### src/hw/rtl/srctok_pkg.sv
// srctok_pkg: shared types, constants and character-class functions of the
// source tokenizer. No dependencies; used by every module of the block.
`default_nettype none

package srctok_pkg;

  localparam int POS_BITS = 32;   // width of the offset, line and column counters
  localparam int OUT_BITS = 32;   // width of the position fields on the result port
  localparam int TAB_BITS = 5;

  localparam int QUEUE_DEPTH = 4;
  localparam int PTR_BITS    = $clog2(QUEUE_DEPTH);
  localparam int LEVEL_BITS  = $clog2(QUEUE_DEPTH + 1);

  typedef logic [POS_BITS-1:0] pos_t;
  typedef logic [OUT_BITS-1:0] out_pos_t;

  localparam pos_t POS_ONE = pos_t'(1);
  localparam logic [TAB_BITS-1:0] TAB_RESET = TAB_BITS'(4);

  // character codes
  localparam logic [7:0] CH_TAB     = 8'h09;
  localparam logic [7:0] CH_LF      = 8'h0A;
  localparam logic [7:0] CH_VT      = 8'h0B;
  localparam logic [7:0] CH_FF      = 8'h0C;
  localparam logic [7:0] CH_CR      = 8'h0D;
  localparam logic [7:0] CH_SPACE   = 8'h20;
  localparam logic [7:0] CH_BANG    = 8'h21;
  localparam logic [7:0] CH_DQUOTE  = 8'h22;
  localparam logic [7:0] CH_PERCENT = 8'h25;
  localparam logic [7:0] CH_AMP     = 8'h26;
  localparam logic [7:0] CH_SQUOTE  = 8'h27;
  localparam logic [7:0] CH_LPAREN  = 8'h28;
  localparam logic [7:0] CH_RPAREN  = 8'h29;
  localparam logic [7:0] CH_STAR    = 8'h2A;
  localparam logic [7:0] CH_PLUS    = 8'h2B;
  localparam logic [7:0] CH_COMMA   = 8'h2C;
  localparam logic [7:0] CH_MINUS   = 8'h2D;
  localparam logic [7:0] CH_DOT     = 8'h2E;
  localparam logic [7:0] CH_SLASH   = 8'h2F;
  localparam logic [7:0] CH_ZERO    = 8'h30;
  localparam logic [7:0] CH_NINE    = 8'h39;
  localparam logic [7:0] CH_COLON   = 8'h3A;
  localparam logic [7:0] CH_SEMI    = 8'h3B;
  localparam logic [7:0] CH_LT      = 8'h3C;
  localparam logic [7:0] CH_EQ      = 8'h3D;
  localparam logic [7:0] CH_GT      = 8'h3E;
  localparam logic [7:0] CH_UP_A    = 8'h41;
  localparam logic [7:0] CH_UP_Z    = 8'h5A;
  localparam logic [7:0] CH_BSLASH  = 8'h5C;
  localparam logic [7:0] CH_CARET   = 8'h5E;
  localparam logic [7:0] CH_UNDER   = 8'h5F;
  localparam logic [7:0] CH_LO_A    = 8'h61;
  localparam logic [7:0] CH_LO_Z    = 8'h7A;
  localparam logic [7:0] CH_LBRACE  = 8'h7B;
  localparam logic [7:0] CH_BAR     = 8'h7C;
  localparam logic [7:0] CH_RBRACE  = 8'h7D;

  typedef enum logic [4:0] {
    KIND_NAME    = 5'd0,
    KIND_NUMBER  = 5'd1,
    KIND_STRING  = 5'd2,
    KIND_ARROW   = 5'd3,
    KIND_NE      = 5'd4,
    KIND_LE      = 5'd5,
    KIND_GE      = 5'd6,
    KIND_AND     = 5'd7,
    KIND_OR      = 5'd8,
    KIND_LPAREN  = 5'd9,
    KIND_RPAREN  = 5'd10,
    KIND_LBRACE  = 5'd11,
    KIND_RBRACE  = 5'd12,
    KIND_SEMI    = 5'd13,
    KIND_COLON   = 5'd14,
    KIND_COMMA   = 5'd15,
    KIND_DOT     = 5'd16,
    KIND_PLUS    = 5'd17,
    KIND_MINUS   = 5'd18,
    KIND_STAR    = 5'd19,
    KIND_SLASH   = 5'd20,
    KIND_PERCENT = 5'd21,
    KIND_ASSIGN  = 5'd22,
    KIND_LT      = 5'd23,
    KIND_GT      = 5'd24,
    KIND_BANG    = 5'd25,
    KIND_CARET   = 5'd26,
    KIND_UNKNOWN = 5'd27
  } kind_t;

  typedef enum logic [5:0] {
    MODE_IDLE   = 6'b000001,
    MODE_NAME   = 6'b000010,
    MODE_NUMBER = 6'b000100,
    MODE_STRING = 6'b001000,
    MODE_ESCAPE = 6'b010000,
    MODE_HELD   = 6'b100000
  } mode_t;

  typedef struct packed {
    mode_t      mode;
    logic       quote_single;
    logic [7:0] held;
    pos_t       tok_start;
    pos_t       tok_col;
    pos_t       offset;
    pos_t       line;
    pos_t       col;
  } scan_state_t;

  typedef struct packed {
    kind_t    kind;
    out_pos_t start_off;
    out_pos_t end_off;
    out_pos_t line;
    out_pos_t column;
    logic     last;
  } token_t;

  // tokens produced by one input byte, in order
  typedef struct packed {
    logic [1:0] n_tokens;
    token_t     first;
    token_t     second;
  } step_out_t;

  function automatic logic is_alpha(logic [7:0] c);
    return (c >= CH_LO_A && c <= CH_LO_Z) || (c >= CH_UP_A && c <= CH_UP_Z);
  endfunction

  function automatic logic is_digit(logic [7:0] c);
    return c >= CH_ZERO && c <= CH_NINE;
  endfunction

  function automatic logic is_space(logic [7:0] c);
    return c == CH_SPACE || c == CH_VT || c == CH_FF || c == CH_CR;
  endfunction

  function automatic logic is_pair_starter(logic [7:0] c);
    return c == CH_MINUS || c == CH_BANG || c == CH_LT || c == CH_GT ||
           c == CH_AMP || c == CH_BAR;
  endfunction

  function automatic kind_t single_kind(logic [7:0] c);
    kind_t k;
    case (c)
      CH_LPAREN:  k = KIND_LPAREN;
      CH_RPAREN:  k = KIND_RPAREN;
      CH_LBRACE:  k = KIND_LBRACE;
      CH_RBRACE:  k = KIND_RBRACE;
      CH_SEMI:    k = KIND_SEMI;
      CH_COLON:   k = KIND_COLON;
      CH_COMMA:   k = KIND_COMMA;
      CH_DOT:     k = KIND_DOT;
      CH_PLUS:    k = KIND_PLUS;
      CH_MINUS:   k = KIND_MINUS;
      CH_STAR:    k = KIND_STAR;
      CH_SLASH:   k = KIND_SLASH;
      CH_PERCENT: k = KIND_PERCENT;
      CH_EQ:      k = KIND_ASSIGN;
      CH_LT:      k = KIND_LT;
      CH_GT:      k = KIND_GT;
      CH_BANG:    k = KIND_BANG;
      CH_CARET:   k = KIND_CARET;
      default:    k = KIND_UNKNOWN;
    endcase
    return k;
  endfunction

  function automatic logic pair_hit(logic [7:0] first, logic [7:0] c);
    return (first == CH_MINUS && c == CH_GT) || (first == CH_BANG && c == CH_EQ) ||
           (first == CH_LT && c == CH_EQ) || (first == CH_GT && c == CH_EQ) ||
           (first == CH_AMP && c == CH_AMP) || (first == CH_BAR && c == CH_BAR);
  endfunction

  // only meaningful where pair_hit is true
  function automatic kind_t pair_kind(logic [7:0] first);
    kind_t k;
    case (first)
      CH_MINUS: k = KIND_ARROW;
      CH_BANG:  k = KIND_NE;
      CH_LT:    k = KIND_LE;
      CH_GT:    k = KIND_GE;
      CH_AMP:   k = KIND_AND;
      CH_BAR:   k = KIND_OR;
      default:  k = KIND_UNKNOWN;
    endcase
    return k;
  endfunction

endpackage

`default_nettype wire

### src/hw/rtl/srctok_step.sv
// srctok_step: next-state and token logic for one source byte.
// Depends on srctok_pkg.
`default_nettype none

module srctok_step (
  input  wire srctok_pkg::scan_state_t cur,
  input  wire logic [7:0]              char_byte,
  input  wire logic                    end_of_input,
  input  wire logic [srctok_pkg::TAB_BITS-1:0] tab_width,
  output srctok_pkg::scan_state_t      nxt,
  output srctok_pkg::step_out_t        result
);

  function automatic srctok_pkg::token_t make_tok(srctok_pkg::kind_t k, srctok_pkg::pos_t s,
                                                  srctok_pkg::pos_t e, srctok_pkg::pos_t ln,
                                                  srctok_pkg::pos_t cl);
    srctok_pkg::token_t t;
    t.kind      = k;
    t.start_off = srctok_pkg::OUT_BITS'(s);
    t.end_off   = srctok_pkg::OUT_BITS'(e);
    t.line      = srctok_pkg::OUT_BITS'(ln);
    t.column    = srctok_pkg::OUT_BITS'(cl);
    t.last      = 1'b0;
    return t;
  endfunction

  srctok_pkg::scan_state_t st;
  srctok_pkg::token_t      a_tok, b_tok, c_tok;
  logic                    a_v, b_v, c_v;
  logic                    consumed;
  logic [1:0]              n_tok;

  always_comb begin
    st       = cur;
    consumed = 1'b0;
    a_v      = 1'b0;
    b_v      = 1'b0;
    c_v      = 1'b0;
    a_tok    = '0;
    b_tok    = '0;
    c_tok    = '0;

    // continue the token in progress
    case (cur.mode)
      srctok_pkg::MODE_STRING: begin
        consumed = 1'b1;
        if (char_byte == srctok_pkg::CH_BSLASH) begin
          st.mode   = srctok_pkg::MODE_ESCAPE;
          st.offset = st.offset + srctok_pkg::POS_ONE;
          st.col    = st.col + srctok_pkg::POS_ONE;
        end else if (char_byte == (st.quote_single ? srctok_pkg::CH_SQUOTE
                                                    : srctok_pkg::CH_DQUOTE)) begin
          st.offset = st.offset + srctok_pkg::POS_ONE;
          st.col    = st.col + srctok_pkg::POS_ONE;
          a_v       = 1'b1;
          a_tok     = make_tok(srctok_pkg::KIND_STRING, st.tok_start, st.offset, st.line,
                               st.tok_col);
          st.mode   = srctok_pkg::MODE_IDLE;
        end else if (char_byte == srctok_pkg::CH_LF) begin
          st.offset = st.offset + srctok_pkg::POS_ONE;
          st.line   = st.line + srctok_pkg::POS_ONE;
          st.col    = srctok_pkg::POS_ONE;
        end else begin
          st.offset = st.offset + srctok_pkg::POS_ONE;
          st.col    = st.col + srctok_pkg::POS_ONE;
        end
      end
      srctok_pkg::MODE_ESCAPE: begin
        // escaped byte only moves the offset and the column, even a newline
        consumed  = 1'b1;
        st.mode   = srctok_pkg::MODE_STRING;
        st.offset = st.offset + srctok_pkg::POS_ONE;
        st.col    = st.col + srctok_pkg::POS_ONE;
      end
      srctok_pkg::MODE_NAME: begin
        if (srctok_pkg::is_alpha(char_byte) || srctok_pkg::is_digit(char_byte) ||
            char_byte == srctok_pkg::CH_UNDER) begin
          consumed  = 1'b1;
          st.offset = st.offset + srctok_pkg::POS_ONE;
          st.col    = st.col + srctok_pkg::POS_ONE;
        end else begin
          a_v     = 1'b1;
          a_tok   = make_tok(srctok_pkg::KIND_NAME, st.tok_start, st.offset, st.line,
                             st.tok_col);
          st.mode = srctok_pkg::MODE_IDLE;
        end
      end
      srctok_pkg::MODE_NUMBER: begin
        if (srctok_pkg::is_digit(char_byte) || char_byte == srctok_pkg::CH_DOT) begin
          consumed  = 1'b1;
          st.offset = st.offset + srctok_pkg::POS_ONE;
          st.col    = st.col + srctok_pkg::POS_ONE;
        end else begin
          a_v     = 1'b1;
          a_tok   = make_tok(srctok_pkg::KIND_NUMBER, st.tok_start, st.offset, st.line,
                             st.tok_col);
          st.mode = srctok_pkg::MODE_IDLE;
        end
      end
      srctok_pkg::MODE_HELD: begin
        a_v = 1'b1;
        if (srctok_pkg::pair_hit(st.held, char_byte)) begin
          consumed  = 1'b1;
          a_tok     = make_tok(srctok_pkg::pair_kind(st.held), st.tok_start,
                               st.offset + srctok_pkg::POS_ONE, st.line, st.tok_col);
          st.offset = st.offset + srctok_pkg::POS_ONE;
          st.col    = st.col + srctok_pkg::POS_ONE;
        end else begin
          a_tok = make_tok(srctok_pkg::single_kind(st.held), st.tok_start, st.offset,
                           st.line, st.tok_col);
        end
        st.mode = srctok_pkg::MODE_IDLE;
      end
      default: begin
        st.mode = srctok_pkg::MODE_IDLE;
      end
    endcase

    // byte not taken by a token in progress starts fresh
    if (!consumed) begin
      if (char_byte == srctok_pkg::CH_LF) begin
        st.offset = st.offset + srctok_pkg::POS_ONE;
        st.line   = st.line + srctok_pkg::POS_ONE;
        st.col    = srctok_pkg::POS_ONE;
      end else if (char_byte == srctok_pkg::CH_TAB) begin
        st.offset = st.offset + srctok_pkg::POS_ONE;
        st.col    = st.col + srctok_pkg::POS_BITS'(tab_width);
      end else if (srctok_pkg::is_space(char_byte)) begin
        st.offset = st.offset + srctok_pkg::POS_ONE;
        st.col    = st.col + srctok_pkg::POS_ONE;
      end else begin
        if (char_byte == srctok_pkg::CH_DQUOTE || char_byte == srctok_pkg::CH_SQUOTE) begin
          st.mode         = srctok_pkg::MODE_STRING;
          st.quote_single = (char_byte == srctok_pkg::CH_SQUOTE);
          st.tok_start    = st.offset;
          st.tok_col      = st.col;
        end else if (srctok_pkg::is_alpha(char_byte) ||
                     char_byte == srctok_pkg::CH_UNDER) begin
          st.mode      = srctok_pkg::MODE_NAME;
          st.tok_start = st.offset;
          st.tok_col   = st.col;
        end else if (srctok_pkg::is_digit(char_byte)) begin
          st.mode      = srctok_pkg::MODE_NUMBER;
          st.tok_start = st.offset;
          st.tok_col   = st.col;
        end else if (srctok_pkg::is_pair_starter(char_byte)) begin
          st.mode      = srctok_pkg::MODE_HELD;
          st.held      = char_byte;
          st.tok_start = st.offset;
          st.tok_col   = st.col;
        end else begin
          b_v   = 1'b1;
          b_tok = make_tok(srctok_pkg::single_kind(char_byte), st.offset,
                           st.offset + srctok_pkg::POS_ONE, st.line, st.col);
        end
        st.offset = st.offset + srctok_pkg::POS_ONE;
        st.col    = st.col + srctok_pkg::POS_ONE;
      end
    end

    // end of input flushes whatever is pending
    if (end_of_input) begin
      case (st.mode)
        srctok_pkg::MODE_NAME: begin
          c_v   = 1'b1;
          c_tok = make_tok(srctok_pkg::KIND_NAME, st.tok_start, st.offset, st.line,
                           st.tok_col);
        end
        srctok_pkg::MODE_NUMBER: begin
          c_v   = 1'b1;
          c_tok = make_tok(srctok_pkg::KIND_NUMBER, st.tok_start, st.offset, st.line,
                           st.tok_col);
        end
        srctok_pkg::MODE_STRING, srctok_pkg::MODE_ESCAPE: begin
          c_v   = 1'b1;
          c_tok = make_tok(srctok_pkg::KIND_STRING, st.tok_start, st.offset, st.line,
                           st.tok_col);
        end
        srctok_pkg::MODE_HELD: begin
          c_v   = 1'b1;
          c_tok = make_tok(srctok_pkg::single_kind(st.held), st.tok_start, st.offset,
                           st.line, st.tok_col);
        end
        default: begin
          c_v = 1'b0;
        end
      endcase
      st.mode = srctok_pkg::MODE_IDLE;
    end
  end

  // at most two of the three sources fire for one byte
  always_comb begin
    n_tok = 2'(a_v) + 2'(b_v) + 2'(c_v);
    if (n_tok > 2'd2) begin
      n_tok = 2'd2;
    end
    result.n_tokens = n_tok;
    result.first    = a_v ? a_tok : (b_v ? b_tok : c_tok);
    result.second   = (a_v && b_v) ? b_tok : c_tok;
    if (n_tok == 2'd1) begin
      result.first.last = 1'b1;
    end
    if (n_tok == 2'd2) begin
      result.second.last = 1'b1;
    end
  end

  assign nxt = st;

endmodule

`default_nettype wire

### src/hw/rtl/srctok_queue.sv
// srctok_queue: token result queue, takes up to two tokens per cycle while it has room and
// hands out one per cycle while popped. Depends on srctok_pkg.
`default_nettype none

module srctok_queue (
  input  wire logic                  clk,
  input  wire logic                  rst,
  input  wire logic                  push,
  input  wire srctok_pkg::step_out_t push_data,
  input  wire logic                  pop,
  output srctok_pkg::token_t         head,
  output logic                       nonempty,
  output logic                       room,
  output logic [srctok_pkg::LEVEL_BITS-1:0] level
);

  srctok_pkg::token_t entries [srctok_pkg::QUEUE_DEPTH];

  logic [srctok_pkg::PTR_BITS-1:0]   rd_ptr;
  logic [srctok_pkg::PTR_BITS-1:0]   wr_ptr;
  logic [srctok_pkg::LEVEL_BITS-1:0] count;
  logic [1:0]                        n_push;
  logic                              do_pop;

  assign n_push   = push ? push_data.n_tokens : 2'd0;
  assign do_pop   = pop && (count != '0);
  assign nonempty = (count != '0);
  // a byte may produce two tokens, so keep two slots free before accepting
  assign room     = (count <= srctok_pkg::LEVEL_BITS'(srctok_pkg::QUEUE_DEPTH - 2));
  assign head     = entries[rd_ptr];
  assign level    = count;

  always_ff @(posedge clk) begin
    if (rst) begin
      rd_ptr <= '0;
      wr_ptr <= '0;
      count  <= '0;
    end else begin
      rd_ptr <= rd_ptr + srctok_pkg::PTR_BITS'(do_pop);
      wr_ptr <= wr_ptr + srctok_pkg::PTR_BITS'(n_push);
      count  <= count + srctok_pkg::LEVEL_BITS'(n_push) - srctok_pkg::LEVEL_BITS'(do_pop);
    end
  end

  always_ff @(posedge clk) begin
    if (n_push != 2'd0) begin
      entries[wr_ptr] <= push_data.first;
    end
    if (n_push == 2'd2) begin
      entries[wr_ptr + srctok_pkg::PTR_BITS'(1)] <= push_data.second;
    end
  end

endmodule

`default_nettype wire

### src/hw/rtl/source_tokenizer.sv
// source_tokenizer: byte-serial lexical analyzer, top level.
// Depends on srctok_pkg, srctok_step and srctok_queue.
//
//   channel  | handshake                   | payload
//   ---------+-----------------------------+------------------------------------------
//   char     | char_valid / char_ready     | char_byte, end_of_input
//   token    | token_valid / token_ready   | token_kind, start_offset, end_offset,
//            |                             | line_number, start_column, last_of_run
//   config   | cfg_write_en (no wait)      | cfg_write_data = tab_width
//
// One byte is accepted per cycle while char_ready is high; its tokens are in the
// result queue the next cycle. The queue (four entries) drains one token per
// cycle while token_ready is high, so the tokens of a byte leave one at a time;
// char_ready drops while fewer than two entries are free. Synchronous reset clears
// scanner state, counters (line and column to 1), the queue and sets tab_width to 4.
`default_nettype none

module source_tokenizer (
  input  wire logic        clk,
  input  wire logic        rst,
  input  wire logic        char_valid,
  output logic             char_ready,
  input  wire logic [7:0]  char_byte,
  input  wire logic        end_of_input,
  output logic             token_valid,
  input  wire logic        token_ready,
  output logic [4:0]       token_kind,
  output logic [31:0]      start_offset,
  output logic [31:0]      end_offset,
  output logic [31:0]      line_number,
  output logic [31:0]      start_column,
  output logic             last_of_run,
  input  wire logic        cfg_write_en,
  input  wire logic [4:0]  cfg_write_data
);

  srctok_pkg::scan_state_t state;
  srctok_pkg::scan_state_t state_next;
  srctok_pkg::step_out_t   step_res;
  srctok_pkg::token_t      head;
  logic [srctok_pkg::TAB_BITS-1:0]   tab_width;
  logic [srctok_pkg::LEVEL_BITS-1:0] level;
  logic                    room;
  logic                    accept;

  assign accept     = char_valid && char_ready;
  assign char_ready = room;

  srctok_step u_step (
    .cur          (state),
    .char_byte    (char_byte),
    .end_of_input (end_of_input),
    .tab_width    (tab_width),
    .nxt          (state_next),
    .result       (step_res)
  );

  srctok_queue u_queue (
    .clk       (clk),
    .rst       (rst),
    .push      (accept),
    .push_data (step_res),
    .pop       (token_ready),
    .head      (head),
    .nonempty  (token_valid),
    .room      (room),
    .level     (level)
  );

  always_ff @(posedge clk) begin
    if (rst) begin
      state.mode         <= srctok_pkg::MODE_IDLE;
      state.quote_single <= 1'b0;
      state.held         <= '0;
      state.tok_start    <= '0;
      state.tok_col      <= '0;
      state.offset       <= '0;
      state.line         <= srctok_pkg::POS_ONE;
      state.col          <= srctok_pkg::POS_ONE;
    end else if (accept) begin
      state <= state_next;
    end
  end

  always_ff @(posedge clk) begin
    if (rst) begin
      tab_width <= srctok_pkg::TAB_RESET;
    end else if (cfg_write_en) begin
      tab_width <= cfg_write_data;
    end
  end

  assign token_kind   = head.kind;
  assign start_offset = head.start_off;
  assign end_offset   = head.end_off;
  assign line_number  = head.line;
  assign start_column = head.column;
  assign last_of_run  = head.last;

  // every accepted byte moves the offset by exactly one
  assert property (@(posedge clk) disable iff (rst)
    accept |=> state.offset == $past(state.offset) + srctok_pkg::POS_ONE)
    else $error("byte offset did not advance by one");

  // end of input always leaves the scanner idle
  assert property (@(posedge clk) disable iff (rst)
    accept && end_of_input |=> state.mode == srctok_pkg::MODE_IDLE)
    else $error("scanner not idle after end of input");

  // an unescaped newline restarts the column
  assert property (@(posedge clk) disable iff (rst)
    accept && char_byte == srctok_pkg::CH_LF && state.mode != srctok_pkg::MODE_ESCAPE
    |=> state.col == srctok_pkg::POS_ONE)
    else $error("column not reset by newline");

  // the queue never overflows
  assert property (@(posedge clk) disable iff (rst)
    level <= srctok_pkg::LEVEL_BITS'(srctok_pkg::QUEUE_DEPTH))
    else $error("token queue overflow");

endmodule

`default_nettype wire
### config.mk
export PLATFORM = sky130hd
export DESIGN_NAME = source_tokenizer
export DESIGN_NICKNAME = d
export VERILOG_FILES = /design/src/hw/rtl/srctok_pkg.sv /design/src/hw/rtl/srctok_step.sv /design/src/hw/rtl/srctok_queue.sv /design/src/hw/rtl/source_tokenizer.sv
export SDC_FILE = /design/constraint.sdc
export NUM_CORES = 2
export LEC_CHECK = 0
export BUFFER_PORTS_ARGS = -buffer_cell sky130_fd_sc_hd__buf_2
export CAP_MARGIN = 40
export CORE_ASPECT_RATIO = 1.25
export CORE_MARGIN = 2
export CORE_UTILIZATION = 30
export CTS_CLUSTER_SIZE = 10
export DETAILED_ROUTE_END_ITERATION = 8
export GPL_TIMING_DRIVEN = 0
export HOLD_SLACK_MARGIN = 0.02
export PLACE_DENSITY = 0.51
export REMOVE_ABC_BUFFERS = 1
export SLEW_MARGIN = 20
export SYNTH_ARGS = -nofsm -noshare
export SYNTH_HDL_FRONTEND = slang
export SYNTH_HIERARCHICAL = 1
export SYNTH_SLANG_ARGS = --single-unit
### constraint.sdc
create_clock -name clk -period 23.1 [get_ports clk]
set_input_delay 4.62 -clock clk [delete_from_list [all_inputs] [get_ports clk]]
set_output_delay 4.62 -clock clk [all_outputs]
set_load 0.01 [all_outputs]
# [Yosys cells after proc, flatten, opt, wreduce, memory -nomap -nowiden]
# Memories as Yosys holds them, arrays and structs flattened. A register that Yosys moved wholly into a read port is not among the register bits.
# Index checks and enable logic that the tools add are counted.
[op_classes] n_reduce_logical=37 mux=92 mul=0 n_bitwise=4 shifts=0 add_sub_neg=14 n_div=0 eq_ne=82 magnitude_cmp=8
[ops] op="$mux 134" n=14
[ops] op="$pmux 134 s4" n=2
[ops] op="$mux 32" n=16
[ops] op="$eq 8x6->1 const B" n=50
[ops] op="$pmux 5 s18" n=3
[ops] op="$mux 79" n=3
[ops] op="$add 32x1->32 const B" n=6
[ops] op="$mux 64" n=3
[ops] op="$mux 175" n=1
[ops] op="$pmux 32 s5" n=1
[ops] op="$mux 131" n=1
[ops] op="$mux 130" n=1
[ops] op="$mux 129" n=1
[ops] op="$pmux 32 s4" n=1
[ops] op="$eq 8x7->1 const B" n=13
[ops] op="$mux 72" n=1
[ops] op="$mux 6" n=9
[ops] op="$eq 8x4->1 const B" n=5
[ops] op="$add 32x5->32" n=1
[ops] op="$pmux 5 s6" n=1
[ops] op="$mux 1" n=24
[ops] op="$mux 8" n=3
[ops] op="$pmux 6 s4" n=1
[ops] op="$logic_or 1x1->1" n=19
[ops] op="other kinds (30)" n=57
[word_totals] latchBits=0 regBits=187 inputBits=19 mem_count=1 mem_bits_ro=0 ramBits=536
[mem_list] memory="u_queue.entries" words=4 word_bits=134 read_ports=1 rd_clocked_by_memory_dff=1 wr=2 line="srctok_queue.sv:17" rtl="srctok_pkg::token_t entries [srctok_pkg::QUEUE_DEPTH];"

# [Longest topological paths before layout]
[logic_depth] word_depth=28 mapped_depth=28

# [Hierarchy]
# The synthesis kept the hierarchy.
[modules_own_cells] module="srctok_queue" cells_each=1347 area_each_um2=26342.8 instances=1
[modules_own_cells] module="srctok_step" cells_each=2089 area_each_um2=11816.3 instances=1
[modules_own_cells] module="source_tokenizer" cells_each=813 area_each_um2=8166.6 instances=1

# [Worst setup path before layout]
# OpenSTA, ideal clock, no wires.
[synth_path] path_type="input -> register" startpoint="in char_byte[7]" endpoint="mem u_queue/entries[1][0] in the netlist's numbering, enable pin" path_stages=20 required_time_ns=22.472 arrival_ns=14.462 n_path_buf=7 path_slack_ns=8.010 path_cell_list="clkbuf_1 or4b_2 nor2_1 a32oi_1 a21oi_1 nor2_1 buf_2 buf_1 nor2_1 o21a_1 clkbuf_1 inv_1 clkbuf_1 buf_1 fa_1 nor2_1 buf_4 mux2_2 nand2_1 nor2_1"
[synth_rtl] element="start: declaration" line="source_tokenizer.sv:23" rtl="input wire logic [7:0] char_byte,"
[synth_rtl] element="end: declaration" line="srctok_queue.sv:17"

==> impl_metrics.yaml <==
status:
  status: "complete, no violations"
critical_path:
  slowest_stage: "nor2_4"
  reg2reg_from: "state[161]"
  critPathKind: "primary input to flop"
  max_stage_delay_ns: 0.64
  reg2reg_depth: 24
  crit_buf_inv: 13
  crit_fanout: 38
  rrSetupSlack_ns: 14.68
  startpoint_type: "primary input"
  cp_common_cell: "buf_4"
  timing.rr.end: "u_queue/entries[2][123]"
  end_kind: "flop"
  crit_arrival_ns: 12.69
  cpLargestDelayFamily: "buffers and inverters"
  required_ns: 23.53
sta:
  period_needed_ns: 12.26
  slew_violations: 0
  fin_skew_ns: 0.04264
  slew_headroom_pct: 42.63
  worst_slew_pin_slew_ns: 0.8576
  max_freq_mhz: 81.58
  rsz0062_at_grt: "no"
  setup_violations: 0
  fin_setup_tns_ns: 0
  hold_viol: 0
  finalCritPeriodShare_pct: 53.07
  hold_ws_ns: 0.5434
floorplan:
  dieArea_um2: 157600
  core_area_um2: 153700
  rows: 161
  die_h_um: 443.3
  start_util_pct: 30.14
  io_pins: 155
  die_w_um: 355.5
clock_tree:
  worstSkewPairLatency_ns: 0.69
  clkTransAtPathRegs_ns: 0.06
  cts_tree: "built"
  cts_buffers: 85
  post_cts_buffers: 0
  h-tree-depth: 3
  clock_sinks: 723
  root_buffer: "clkbuf_16"
  ctsResizeCount: 0
  cts_hold_buf: 0
  clockBufferDepth: 3
yosys:
  synth-seq-cells: 723
  syn_inst: 4249
  synth.avg_cell_area_um2: 10.90
  ys_warn_count: 6
  synthArstFlopShare_pct: 0
  yosysSeqAreaShare_pct: 42.83
  synth.distinct_cells: 96
  synth_edf_count: 536
  synth_area_um2: 46330
  synthFlopType: "edfxtp_1"
hold_path:
  hp-class: "flop to flop"
  min_to: "tab_width[1]"
  min_from: "tab_width[1]"
  hold_depth: 2
final_layout:
  drive_above_1_share_pct: 29.17
  fillers: 15250
  synthToLayoutAreaGrowth_pct: 14.95
  postLayoutCellArea_um2: 53250
  final_nets: 4310
power_and_ir_drop:
  p_seq_share_pct: 40.6
  swShare_pct: 30.84
  pwr-share-clk_pct: 33.7
  power_density_nw_per_um2: 70.99
  vdd_drop_max_mv: 0.05312
  p_int_mw: 2.614
  cellLeakagePower_nw: 17.70
  combPwrFrac_pct: 25.7
  netSwitchingPower_mw: 1.166
detailed_routing:
  drt-total-wl_mm: 151.6
  vias_per_cell: 5.528
  avgRoutedWirePerCell_um: 23.75
  drcViolationCount: 0
  drtIter0Drc: 2867
  num_vias: 35280
  first_pass_iters: 6
  drtAntennaViolNets: 0
global_route:
  grt_pass1_wl_mm: 227.9
  antenna_found_initial: 10
  grt_pass1_vias: 35260
  grt.overflow.total: 0
  grt_max_degree: 118
  grt_usage_pct: 18.75
place:
  dpl_cell_area_um2: 50660
  post-dp-hpwl_mm: 102.2
  place_congestion: 0.8632
  numPortBuffers: 154
flow_run:
  cap_violations: 0
## registers in the layout, summed over array words and instances, names as in the netlist
name,flops
u_queue/entries,536
state,175
u_queue/level,3
u_queue/wr_ptr,2
tab_width,5
u_queue/rd_ptr,2
## stage by stage
stage	total power, mW	utilization (%)	setup slack (ns)	std cells
6_report	3.780	34.65	10.84	6383
5_1_grt	3.939	34.64	10.49	6381
4_1_cts	3.849	34.62	11.04	6375
3_5_place_dp	2.563	32.96	10.32	6218
3_3_place_gp	2.556	31.14	-29.36	6079
2_1_floorplan	2.092	-	-2.839	3888
## kinds of logic after synthesis
family | count (synthesis) | share of synthesized area [%]
compound gates | 1048 | 16.02
xor+xnor | 180 | 3.403
fa+ha+maj | 18 | 0.5348
buf+inv | 406 | 4.213
flops | 723 | 42.83
mux | 697 | 20.63
simple gates | 1177 | 12.36
## worst max-delay path by stage
stage / startpoint / to / slack [ns] / cells after the start
after floorplan: u_queue/level[2] / u_queue/entries[2][0] / -2.84 / 6
after global placement: u_queue/level[2] / u_queue/entries[2][115] / -29.36 / 6
after detailed placement: char_byte[1] / u_queue/entries[2][123] / 10.32 / 25
after CTS: char_byte[1] / u_queue/entries[2][15] / 11.04 / 25
after global routing: char_byte[1] / u_queue/entries[2][94] / 10.49 / 25
final: char_byte[1] / u_queue/entries[2][123] / 10.84 / 25
## cells in the final DEF (no fill, tap or decap), drive strengths merged, types with 106 or more instances in the layout
cell    synthesis  layout
xnor2         106     106
nand2         387     387
buf           189     295
edfxtp        536     536
dfxtp         187     187
mux2          544     544
a21oi         298     298
mux4          134     134
nand3         233     233
nor2          230     230
a21bo         173     173
o21ai         257     257
clkbuf        172     149
## power by group through the flow
stage	Sequential [mW]	Clock (mW)	Combinational [mW]
floorplan	1.60	0	0.493
global placement	1.67	0	0.887
detailed placement	1.56	0	1.00
CTS	1.54	1.31	1.00
global route	1.54	1.35	1.04
finish	1.53	1.28	0.970
## synth_stat cells (15+ instances only)
library cell	number	area, um2
buf_2	120	600.6
ha_1	15	187.7
nor2_1	229	859.6
nor3_1	58	290.3
a31oi_1	30	187.7
a21oi_2	100	875.8
buf_6	29	326.6
mux4_2	134	3018
edfxtp_1	536	16100
nand3_1	233	1166
and2_1	24	150.1
a21bo_2	15	150.1
nand4_1	27	168.9
nor2b_1	21	131.4
o22ai_1	41	256.5
o2bb2ai_1	18	157.7
a21o_1	19	142.6
inv_1	44	165.2
o221ai_1	15	131.4
nor3b_1	16	120.1
mux2_4	60	900.9
o21a_1	18	135.1
mux2i_1	19	190.2
mux2_2	484	5450
nand2b_1	20	125.1
xnor2_1	106	928.4
o21ai_0	255	1276
and3_1	39	244.0
a21oi_1	198	991.0
clkbuf_1	172	645.6
xor2_1	74	648.1
buf_4	16	120.1
a22o_1	26	227.7
buf_1	24	90.09
nor4_1	23	143.9
dfxtp_1	187	3744
a21bo_1	158	1582
a211oi_1	21	157.7
nand2_1	387	1453
## layer usage
metal,up-vias,part of all wire (%),GRT usage [%]
met4,8,2.9,6.262
li1,16160,-,-
met3,261,4.6,2.327
met5,-,0.032,0
met2,1010,50,33.06
met1,17850,42,23.51
## final cells by class
| class | count | area [um2] | share of cell area, % |
|---|---|---|---|
| repair buffers | 298 | 3356 | 6.302 |
| well taps | 2037 | 2549 | 4.786 |
| clock inverters | 10 | 105.1 | 0.1974 |
| inverters | 45 | 170.2 | 0.3195 |
| clock buffers | 147 | 2442 | 4.586 |
| diodes | 3 | 7.507 | 0.01410 |
| flip-flops and latches | 723 | 19850 | 37.27 |
| multi-input cells | 3120 | 24780 | 46.52 |
## tightest hold or removal path, cell delays in order, from the launching register on
cell and delay (ns):
dfxtp_1 0.36, mux2i_1 0.08, nor2_1 0.07
Power figures use the tool's default switching activity.
